**src/rtl/core/spimbw_pkg.sv**
```systemverilog
`timescale 1ns / 1ps
`default_nettype none

package spimbw_pkg;

	localparam int BITS_PER_BYTE = 8;
	localparam int CNT_W         = $clog2(BITS_PER_BYTE + 1);
	localparam int IDX_W         = $clog2(BITS_PER_BYTE);
	localparam logic [7:0]  MAX_BIT_COUNT = 8'd248;
	localparam logic [15:0] MIN_QUANTUM   = 16'd50;

	// register indexes
	localparam logic [1:0] REG_CLOCK_PHASE    = 2'd0;
	localparam logic [1:0] REG_CLOCK_POLARITY = 2'd1;
	localparam logic [1:0] REG_QUANTUM_US     = 2'd2;

	// program steps
	localparam logic [1:0] PC_SEG_LEAD  = 2'd0;
	localparam logic [1:0] PC_SEG_MID   = 2'd1;
	localparam logic [1:0] PC_SEG_TRAIL = 2'd2;
	localparam logic [1:0] PC_SEG_END   = 2'd3;

	// mosi source
	localparam logic [1:0] MOSI_BIT   = 2'd0;
	localparam logic [1:0] MOSI_PHASE = 2'd1;
	localparam logic [1:0] MOSI_ZERO  = 2'd2;

	// sck source
	localparam logic [1:0] SCK_IDLE   = 2'd0;
	localparam logic [1:0] SCK_ACTIVE = 2'd1;
	localparam logic [1:0] SCK_PHASE  = 2'd2;

	// hold source
	localparam logic [1:0] HOLD_ZERO = 2'd0;
	localparam logic [1:0] HOLD_ONE  = 2'd1;
	localparam logic [1:0] HOLD_TWO  = 2'd2;

	typedef struct packed {
		logic [1:0] mosi_sel;
		logic [1:0] sck_sel;
		logic [1:0] hold_sel;
		logic       set_cur;   // latch the sent bit as present mosi level
		logic       shift;     // move to next bit, count it off
		logic       branch;    // jump to branch_pc while bits remain in byte
		logic       finish;    // last step of the byte
		logic [1:0] next_pc;
		logic [1:0] branch_pc;
	} ctrl_word_t;

	function automatic ctrl_word_t ucode_rom(input logic [1:0] pc);
		ctrl_word_t w;
		w = '0;
		unique case (pc)
			PC_SEG_LEAD: begin
				w.mosi_sel = MOSI_PHASE;
				w.sck_sel  = SCK_PHASE;
				w.hold_sel = HOLD_ONE;
				w.next_pc  = PC_SEG_MID;
			end
			PC_SEG_MID: begin
				w.mosi_sel = MOSI_BIT;
				w.sck_sel  = SCK_ACTIVE;
				w.hold_sel = HOLD_TWO;
				w.set_cur  = 1'b1;
				w.next_pc  = PC_SEG_TRAIL;
			end
			PC_SEG_TRAIL: begin
				w.mosi_sel  = MOSI_BIT;
				w.sck_sel   = SCK_IDLE;
				w.hold_sel  = HOLD_ONE;
				w.shift     = 1'b1;
				w.branch    = 1'b1;
				w.next_pc   = PC_SEG_END;
				w.branch_pc = PC_SEG_LEAD;
			end
			PC_SEG_END: begin
				w.mosi_sel = MOSI_ZERO;
				w.sck_sel  = SCK_IDLE;
				w.hold_sel = HOLD_ZERO;
				w.finish   = 1'b1;
				w.next_pc  = PC_SEG_LEAD;
			end
		endcase
		return w;
	endfunction

endpackage

`default_nettype wire

```
**src/rtl/core/spi_master_bit_window_tx_core.sv**
```systemverilog
`timescale 1ns / 1ps
`default_nettype none

// transmit-only spi master, pin timeline generator
// input channel (in_valid / in_stall): one byte per transfer; the first byte
//   of a window, taken while idle, also brings start_bit and bit_count
// output channel (out_valid / out_stall): one pin segment per transfer,
//   mosi and sck levels with a hold time of zero, one or two quanta
// each sent bit gives three segments, ordered by clock phase and polarity;
//   every byte closes with a mosi-low segment flagged byte_last, and
//   transfer_done marks the segment that ends the whole window
// config port (cfg_valid / cfg_ready): always ready; the user must write it
//   only while idle, which the block itself does not enforce
// timing: the microcode sequencer emits one segment per cycle into the
//   output register unless stalled, starting after the byte is latched
// a new byte is accepted once the sequencer has issued the end segment of
//   the previous one, even while that segment still waits at the output
// receiver stall freezes the sequencer; the held segment stays unchanged
// reset: idle, no bits pending, mosi level low, phase 0, polarity 0,
//   quantum 50 us; no output pending
module spi_master_bit_window_tx_core
	import spimbw_pkg::*;
(
	input  wire logic        clk,
	input  wire logic        arst_n,
	// byte input
	input  wire logic        in_valid,
	output logic             in_stall,
	input  wire logic [7:0]  data_byte,
	input  wire logic [2:0]  start_bit,
	input  wire logic [7:0]  bit_count,
	// segment output
	output logic             out_valid,
	input  wire logic        out_stall,
	output logic             mosi_level,
	output logic             sck_level,
	output logic [16:0]      hold_us,
	output logic             byte_last,
	output logic             transfer_done,
	// configuration
	input  wire logic        cfg_valid,
	output logic             cfg_ready,
	input  wire logic [1:0]  cfg_index,
	input  wire logic [15:0] cfg_data
);

	// configuration registers
	logic        phase_q;
	logic        polarity_q;
	logic [15:0] quantum_q;

	// sequencer state
	logic                     busy_q;
	logic [1:0]               pc_q;
	logic [CNT_W-1:0]         cnt_q;      // bits left in this byte
	logic [BITS_PER_BYTE-1:0] data_q;     // msb is the bit being sent
	logic [7:0]               rem_q;      // bits left in the window
	logic                     mosi_cur_q;

	// output register
	logic        out_valid_q;
	logic        mosi_q;
	logic        sck_q;
	logic [16:0] hold_q;
	logic        last_q;
	logic        done_q;

	ctrl_word_t  cw;
	logic        in_fire;
	logic        out_free;
	logic        step;
	logic [IDX_W-1:0] first;
	logic [7:0]  req;
	logic [7:0]  window;
	logic [CNT_W-1:0] span;
	logic [CNT_W-1:0] count;
	logic [15:0] q_eff;
	logic        bit_now;
	logic        idle_lvl;
	logic        seg_mosi;
	logic        seg_sck;
	logic [16:0] seg_hold;

	assign cfg_ready = 1'b1;
	assign in_stall  = busy_q;
	assign in_fire   = in_valid && !busy_q;
	assign out_free  = !out_valid_q || !out_stall;
	assign step      = busy_q && out_free;

	always_ff @(posedge clk or negedge arst_n) begin
		if (!arst_n) begin
			phase_q    <= 1'b0;
			polarity_q <= 1'b0;
			quantum_q  <= MIN_QUANTUM;
		end else if (cfg_valid && cfg_ready) begin
			unique case (cfg_index)
				REG_CLOCK_PHASE:    phase_q    <= cfg_data[0];
				REG_CLOCK_POLARITY: polarity_q <= cfg_data[0];
				REG_QUANTUM_US:     quantum_q  <= cfg_data;
				default: ;
			endcase
		end
	end

	// window set-up for the incoming byte
	always_comb begin
		if (rem_q == 8'd0) begin
			first  = start_bit;
			req    = (bit_count > MAX_BIT_COUNT) ? MAX_BIT_COUNT : bit_count;
		end else begin
			first  = '0;
			req    = rem_q;
		end
		window = 8'(BITS_PER_BYTE) - 8'(first);
		span   = CNT_W'(window);
		count  = (req < window) ? CNT_W'(req) : span;
	end

	// microcode datapath
	assign cw       = ucode_rom(pc_q);
	assign q_eff    = (quantum_q < MIN_QUANTUM) ? MIN_QUANTUM : quantum_q;
	assign bit_now  = data_q[BITS_PER_BYTE-1];
	assign idle_lvl = polarity_q;

	always_comb begin
		unique case (cw.mosi_sel)
			MOSI_BIT:   seg_mosi = bit_now;
			MOSI_PHASE: seg_mosi = phase_q ? mosi_cur_q : bit_now;
			default:    seg_mosi = 1'b0;
		endcase
		unique case (cw.sck_sel)
			SCK_IDLE:   seg_sck = idle_lvl;
			SCK_ACTIVE: seg_sck = !idle_lvl;
			default:    seg_sck = phase_q ? !idle_lvl : idle_lvl;
		endcase
		unique case (cw.hold_sel)
			HOLD_ONE: seg_hold = {1'b0, q_eff};
			HOLD_TWO: seg_hold = {q_eff, 1'b0};
			default:  seg_hold = '0;
		endcase
	end

	always_ff @(posedge clk or negedge arst_n) begin
		if (!arst_n) begin
			busy_q     <= 1'b0;
			pc_q       <= PC_SEG_LEAD;
			cnt_q      <= '0;
			rem_q      <= '0;
			mosi_cur_q <= 1'b0;
		end else if (in_fire) begin
			busy_q <= 1'b1;
			cnt_q  <= count;
			rem_q  <= req - 8'(count);
			pc_q   <= (count == '0) ? PC_SEG_END : PC_SEG_LEAD;
		end else if (step) begin
			if (cw.set_cur) begin
				mosi_cur_q <= bit_now;
			end
			if (cw.shift) begin
				cnt_q <= cnt_q - CNT_W'(1);
			end
			if (cw.finish) begin
				busy_q     <= 1'b0;
				mosi_cur_q <= 1'b0;
			end
			// branch back while this byte still has bits after the current one
			if (cw.branch && cnt_q != CNT_W'(1)) begin
				pc_q <= cw.branch_pc;
			end else begin
				pc_q <= cw.next_pc;
			end
		end
	end

	// byte shifter, no reset needed
	always_ff @(posedge clk) begin
		if (in_fire) begin
			data_q <= data_byte << first;
		end else if (step && cw.shift) begin
			data_q <= data_q << 1;
		end
	end

	always_ff @(posedge clk or negedge arst_n) begin
		if (!arst_n) begin
			out_valid_q <= 1'b0;
		end else if (out_free) begin
			out_valid_q <= step;
		end
	end

	always_ff @(posedge clk) begin
		if (step) begin
			mosi_q <= seg_mosi;
			sck_q  <= seg_sck;
			hold_q <= seg_hold;
			last_q <= cw.finish;
			done_q <= cw.finish && (rem_q == 8'd0);
		end
	end

	assign out_valid     = out_valid_q;
	assign mosi_level    = mosi_q;
	assign sck_level     = sck_q;
	assign hold_us       = hold_q;
	assign byte_last     = last_q;
	assign transfer_done = done_q;

	// a bit step always has a bit left to send
	a_cnt_live: assert property (@(posedge clk) disable iff (!arst_n)
		busy_q && pc_q != PC_SEG_END |-> cnt_q != '0)
		else $error("bit step with empty byte count");

	// window count never exceeds the clamp
	a_rem_clamp: assert property (@(posedge clk) disable iff (!arst_n)
		rem_q <= MAX_BIT_COUNT)
		else $error("remaining bits above clamp");

	// end of window is always the end of a byte
	a_done_last: assert property (@(posedge clk) disable iff (!arst_n)
		out_valid_q && done_q |-> last_q)
		else $error("transfer done without byte last");

	// an accepted byte starts the sequencer
	a_start: assert property (@(posedge clk) disable iff (!arst_n)
		in_fire |=> busy_q)
		else $error("sequencer not started after byte transfer");

endmodule

`default_nettype wire

```
**config.mk**
```make
export PLATFORM = sky130hd
export DESIGN_NAME = spi_master_bit_window_tx_core
export DESIGN_NICKNAME = d
export VERILOG_FILES = /design/src/rtl/core/spimbw_pkg.sv /design/src/rtl/core/spi_master_bit_window_tx_core.sv
export SDC_FILE = /design/constraint.sdc
export NUM_CORES = 1
export LEC_CHECK = 0
export BUFFER_PORTS_ARGS = -buffer_cell sky130_fd_sc_hd__buf_2
export CORE_UTILIZATION = 62
export CTS_BUF_LIST = sky130_fd_sc_hd__clkbuf_8
export DETAILED_ROUTE_END_ITERATION = 16
export GPL_TIMING_DRIVEN = 0
export PLACE_DENSITY = 0.87
export SYNTH_ARGS = -nofsm -noshare
export SYNTH_HDL_FRONTEND = slang
export SYNTH_SLANG_ARGS = --single-unit
export TNS_END_PERCENT = 20
```
**constraint.sdc**
```tcl
create_clock -name clk -period 14 [get_ports clk]
set_input_delay 0.7 -clock clk [delete_from_list [all_inputs] [get_ports clk]]
set_output_delay 0.7 -clock clk [all_outputs]
set_load 0.01 [all_outputs]
```
-- Word-level counts from Yosys, hierarchy flattened
Index checks and enable logic that the tools add are counted.
- logic and storage cells: 89
- output and inout bits: 24
- register bits after elaboration: 64
- input port bits: 42
- eq/ne operators: 10
- bitwise gates (word level): 1
- $add $sub $neg: 3
- shifts and indexed selects: 1
- multiplexer cells: 29
- $lt $le $gt $ge: 3
- reductions and logical operators: 27
- operators by type and width (kind ; number):
    $pmux 17 s2 ; 1
    $mux 8 ; 4
    $pmux 6 s4 ; 1
    $lt 16x6->1 const B ; 1
    $mux 16 ; 1
    $mux 4 ; 4
    $eq 2x1->1 const B ; 5
    $mux 2 ; 5
    $reduce_and 2->1 ; 5
    $reduce_bool 2->1 ; 5
    $mux 1 ; 9
    $eq 2x2->1 const B ; 4
    $gt 8x8->1 const B ; 1
    $logic_not 2->1 ; 4
    $logic_not 8->1 ; 1
    $lt 8x8->1 ; 1
    $pmux 2 s4 ; 1
    $shl 8x3->8 ; 1
    $sub 8x4->8 ; 1
    $logic_and 1x1->1 ; 5
    $sub 4x3->5 const A ; 1
    $logic_not 1->1 ; 4
    $logic_not 4->1 ; 1
    $ne 4x1->1 const B ; 1
    other kinds (6) ; 7

-- Logic depth before layout (Yosys ltp)
- depth in word-level cells: 8
- depth in mapped cells: 21

-- Worst setup path before layout
OpenSTA, ideal clock, no wires.
- path kind: flip-flop to flip-flop
- start point: register rem_q[7]
- end point: register rem_q[5]
- period minus slack after synthesis: 4678 ps
- arrival time: 4550 ps
- cell stages (with the launch flop): 19
- data required time: 13872 ps
- slack: 9322 ps
- path through: dfrtp_1 -> or4_4 -> nor3_4 -> buf_2 -> and2_1 -> clkbuf_1 -> inv_1 -> ha_1 -> or2_2 -> o311ai_2 -> o31a_1 -> a21oi_1 -> ha_1 -> maj3_1 -> o21ai_0 -> a22oi_2 -> o21a_1 -> a31oi_1 -> a31oi_1
- cells in the longest elaborated chain, start to end: 6
- elaborated cells on any way between the ends: 7
- ends and longest elaborated chain (element ; RTL line ; RTL):
    from (decl) ; spi_master_bit_window_tx_core.sv:57 ; logic [7:0] rem_q;
    from (signal assigned) ; spi_master_bit_window_tx_core.sv:153 ; rem_q <= req - 8'(count);
    $logic_not 8->1 ; spi_master_bit_window_tx_core.sv:107 ; if (rem_q == 8'd0) begin
    $mux 3 ; spi_master_bit_window_tx_core.sv:107 ;
    $sub 4x3->5 ; spi_master_bit_window_tx_core.sv:114 ; window = 8'(BITS_PER_BYTE) - 8'(first);
    $lt 8x8->1 ; spi_master_bit_window_tx_core.sv:116 ; count = (req < window) ? CNT_W'(req) : span;
    $mux 4 ; spi_master_bit_window_tx_core.sv:116 ;
    $sub 8x4->8 * ; spi_master_bit_window_tx_core.sv:153 ;
Mark *: on every way between the ends. The rest lies on a longest branch, timed or not.
A chain may end at the register's enable or synchronous reset.

-- Worst setup path in the final report
- start point: register rem_q[7]
- end point: register rem_q[7]
The elaborated chain is that of the path after synthesis.

==> results.toml <==
[global_route]
gr-total-overflow = 0
track_usage = 0.281
grt_pass1_wl_mm = 13.3
antenna_found_initial = 0
grt_max_degree = 36
grt_pass1_vias = 2899

[sta]
period_needed_ns = 5.37
fin_crit_sh = 0.383
rsz0062_at_grt = "false"
fin_skew_ns = 0.00980
worst_slew_pin_slew_ns = 0.763
tns_ns = 0
final.setup.worst_slack_ns = 8.63
setup_violations = 0
slew_headroom = 0.492
fmax_mhz = 186
finalHoldViolCount = 0
drv_slew = 0

[yosys]
synth_cell_types = 61
syn_area_per_cell_um2 = 10.4
async_flop_share = 0.547
synth_nets = 408
synth-edff-count = 29
netlist_area_mm2 = 0.00369
ys_ff_latch = 64
synthCells = 354
synth-main-ff-cell = "dfrtp_1"
ys.warnings.count = 0
ys_seq_area_frac = 0.475

[pwr]
power_leakage_nw = 1.80
powerDensity_mw_per_mm2 = 215
peakVddDrop_mv = 0.130
finalPower_uw = 920

[outcome]
status = "completed"

[die]
ioPinCount = 66
start_util = 0.657
design.core.area_mm2 = 0.00561
num_rows = 27
dieArea_mm2 = 0.00626
die_x_um = 79.1
die_h_um = 79.1

[clocking]
hold_buffers = 0
cts_setup_buffers = 0
cts_buffer_depth = 2
cts_tree = "built"
clk_pin_slew_ns = 0.07
cts.htree.levels = 3
clk_latency_ns = 0.34
cts_resized = 0
cts_made_buffers = 9
root_buffer = "clkbuf_8"
cts.sinks = 64

[placement]
pre_cts_slack_ns = 8.75
hpwl_mm = 5.85
portBuffers = 63
place_inst = 490
place.gp.congestion = 0.920

[final_layout]
diodes = 0
finish.net_count = 483
fin_cells = 506
final_cell_mix = "buf_2, nand2_1, dfrtp_1"
layout.cells.most_common = "buf_2"
drive_gt1_frac = 0.281
fin_util = 0.762
syn2layout_area_growth_pct = 16.0

[drt]
dr.first_iter.drc_count = 197
viasPerCell = 6.08
drt_first_pass_iters = 5
wl_per_cell_um = 15.9
via_count = 3074
ant_nets = 0
wl_mm = 8.05
drc_errors = 0

[worst_setup_path]
end_kind = "flip-flop"
cp_data_arrival_time_ns = 5.64
critical_path_required_ns = 14.27
critPathLaunchType = "flip-flop"
path_max_fanout = 10
reg2reg_slack_ns = 8.63
critPathKind = "reg2reg"

[worst_hold_path]
hold_class = "in2async"

[job]
drv_cap = 0
==> area by class of cell <==
cell class / instances / area (um^2)
repair buffers: 64 / 330
fillers: 385 / 1330
inverters: 11 / 41.3
plain buffers: 16 / 65.1
flip-flops and latches: 64 / 1750
clock inverters: 7 / 40.0
clock buffers: 9 / 124
well taps: 72 / 90.1
multi-input cells: 263 / 1830
==> sequential cells by signal, summed over array words and instances (netlist names), 2 cells and up <==
name and flops:
pc_q 2, hold_us 17, rem_q 8, data_q 8, quantum_q 16, cnt_q 4
==> where the power goes <==
| group | switching (mW) | internal, mW |
|---|---|---|
| logic | 0.273 | 0.183 |
| registers | 0.0433 | 0.291 |
| clock network | 0.0672 | 0.0624 |
==> synthesized netlist by cell type (5+ instances only) <==
library cell / number / area (um^2)
nor2_1: 25 / 93.8
o21ai_0: 21 / 105
a22o_1: 10 / 87.6
nor4_1: 5 / 31.3
inv_1: 11 / 41.3
clkbuf_1: 13 / 48.8
edfxtp_1: 29 / 871
nor3_1: 6 / 30.0
a21oi_1: 12 / 60.1
ha_1: 12 / 150
a31oi_1: 11 / 68.8
mux2_2: 21 / 236
nand3_1: 9 / 45.0
nor2b_1: 5 / 31.3
dfrtp_1: 32 / 801
xnor2_1: 8 / 70.1
mux2i_1: 7 / 70.1
nand2_1: 41 / 154
o22ai_1: 5 / 31.3
==> critical path, cell delays in order, from the launching register on <==
cell	delay, ns
dfrtp_1	0.44
or4_4	0.59
nor3_4	0.18
buf_2	0.25
and2_1	0.15
clkbuf_1	0.32
inv_1	0.17
ha_1	0.29
or2_2	0.31
o311ai_2	0.44
o31a_1	0.45
a21oi_1	0.08
a21oi_1	0.20
ha_1	0.21
maj3_1	0.18
o21ai_0	0.10
a22oi_2	0.45
nor3_2	0.11
o311a_1	0.29
nor2_1	0.10
==> cell families after synthesis <==
family	after synthesis	synth area share
buf+inv	27	0.0289
fa+ha+maj	13	0.0434
xor+xnor	9	0.0214
other cells	1	0.00102
mux	29	0.0893
flops	64	0.475
compound gates	93	0.181
simple gates	118	0.160
==> layer usage <==
layer,GRT usage,share of wire,vias to the layer above
met5,0,0,-
met2,0.484,0.50,124
met1,0.339,0.41,1452
met4,0.125,0.025,0
li1,-,-,1477
met3,0.0598,0.061,21
==> worst paths after layout <==
check | startpoint | to | depth (start not counted)
max reg2reg | rem_q[7] | rem_q[7] | 19
min in group clk | quantum_q[0] | quantum_q[0] | 1
min reg2reg | quantum_q[0] | quantum_q[0] | 1
max | rem_q[7] | rem_q[7] | 19
min | arst_n | rem_q[7] | 1
max in group asynchronous | arst_n | pc_q[1] | 1
==> per-stage QoR <==
stage	hold slack [ns]	cell area, um^2
after global routing	0.493	4270
after global placement	0.480	4090
after detailed placement	0.501	4110
final	0.430	4270
after CTS	0.450	4270
after floorplan	0.404	3690
Power figures use the tool's default switching activity.
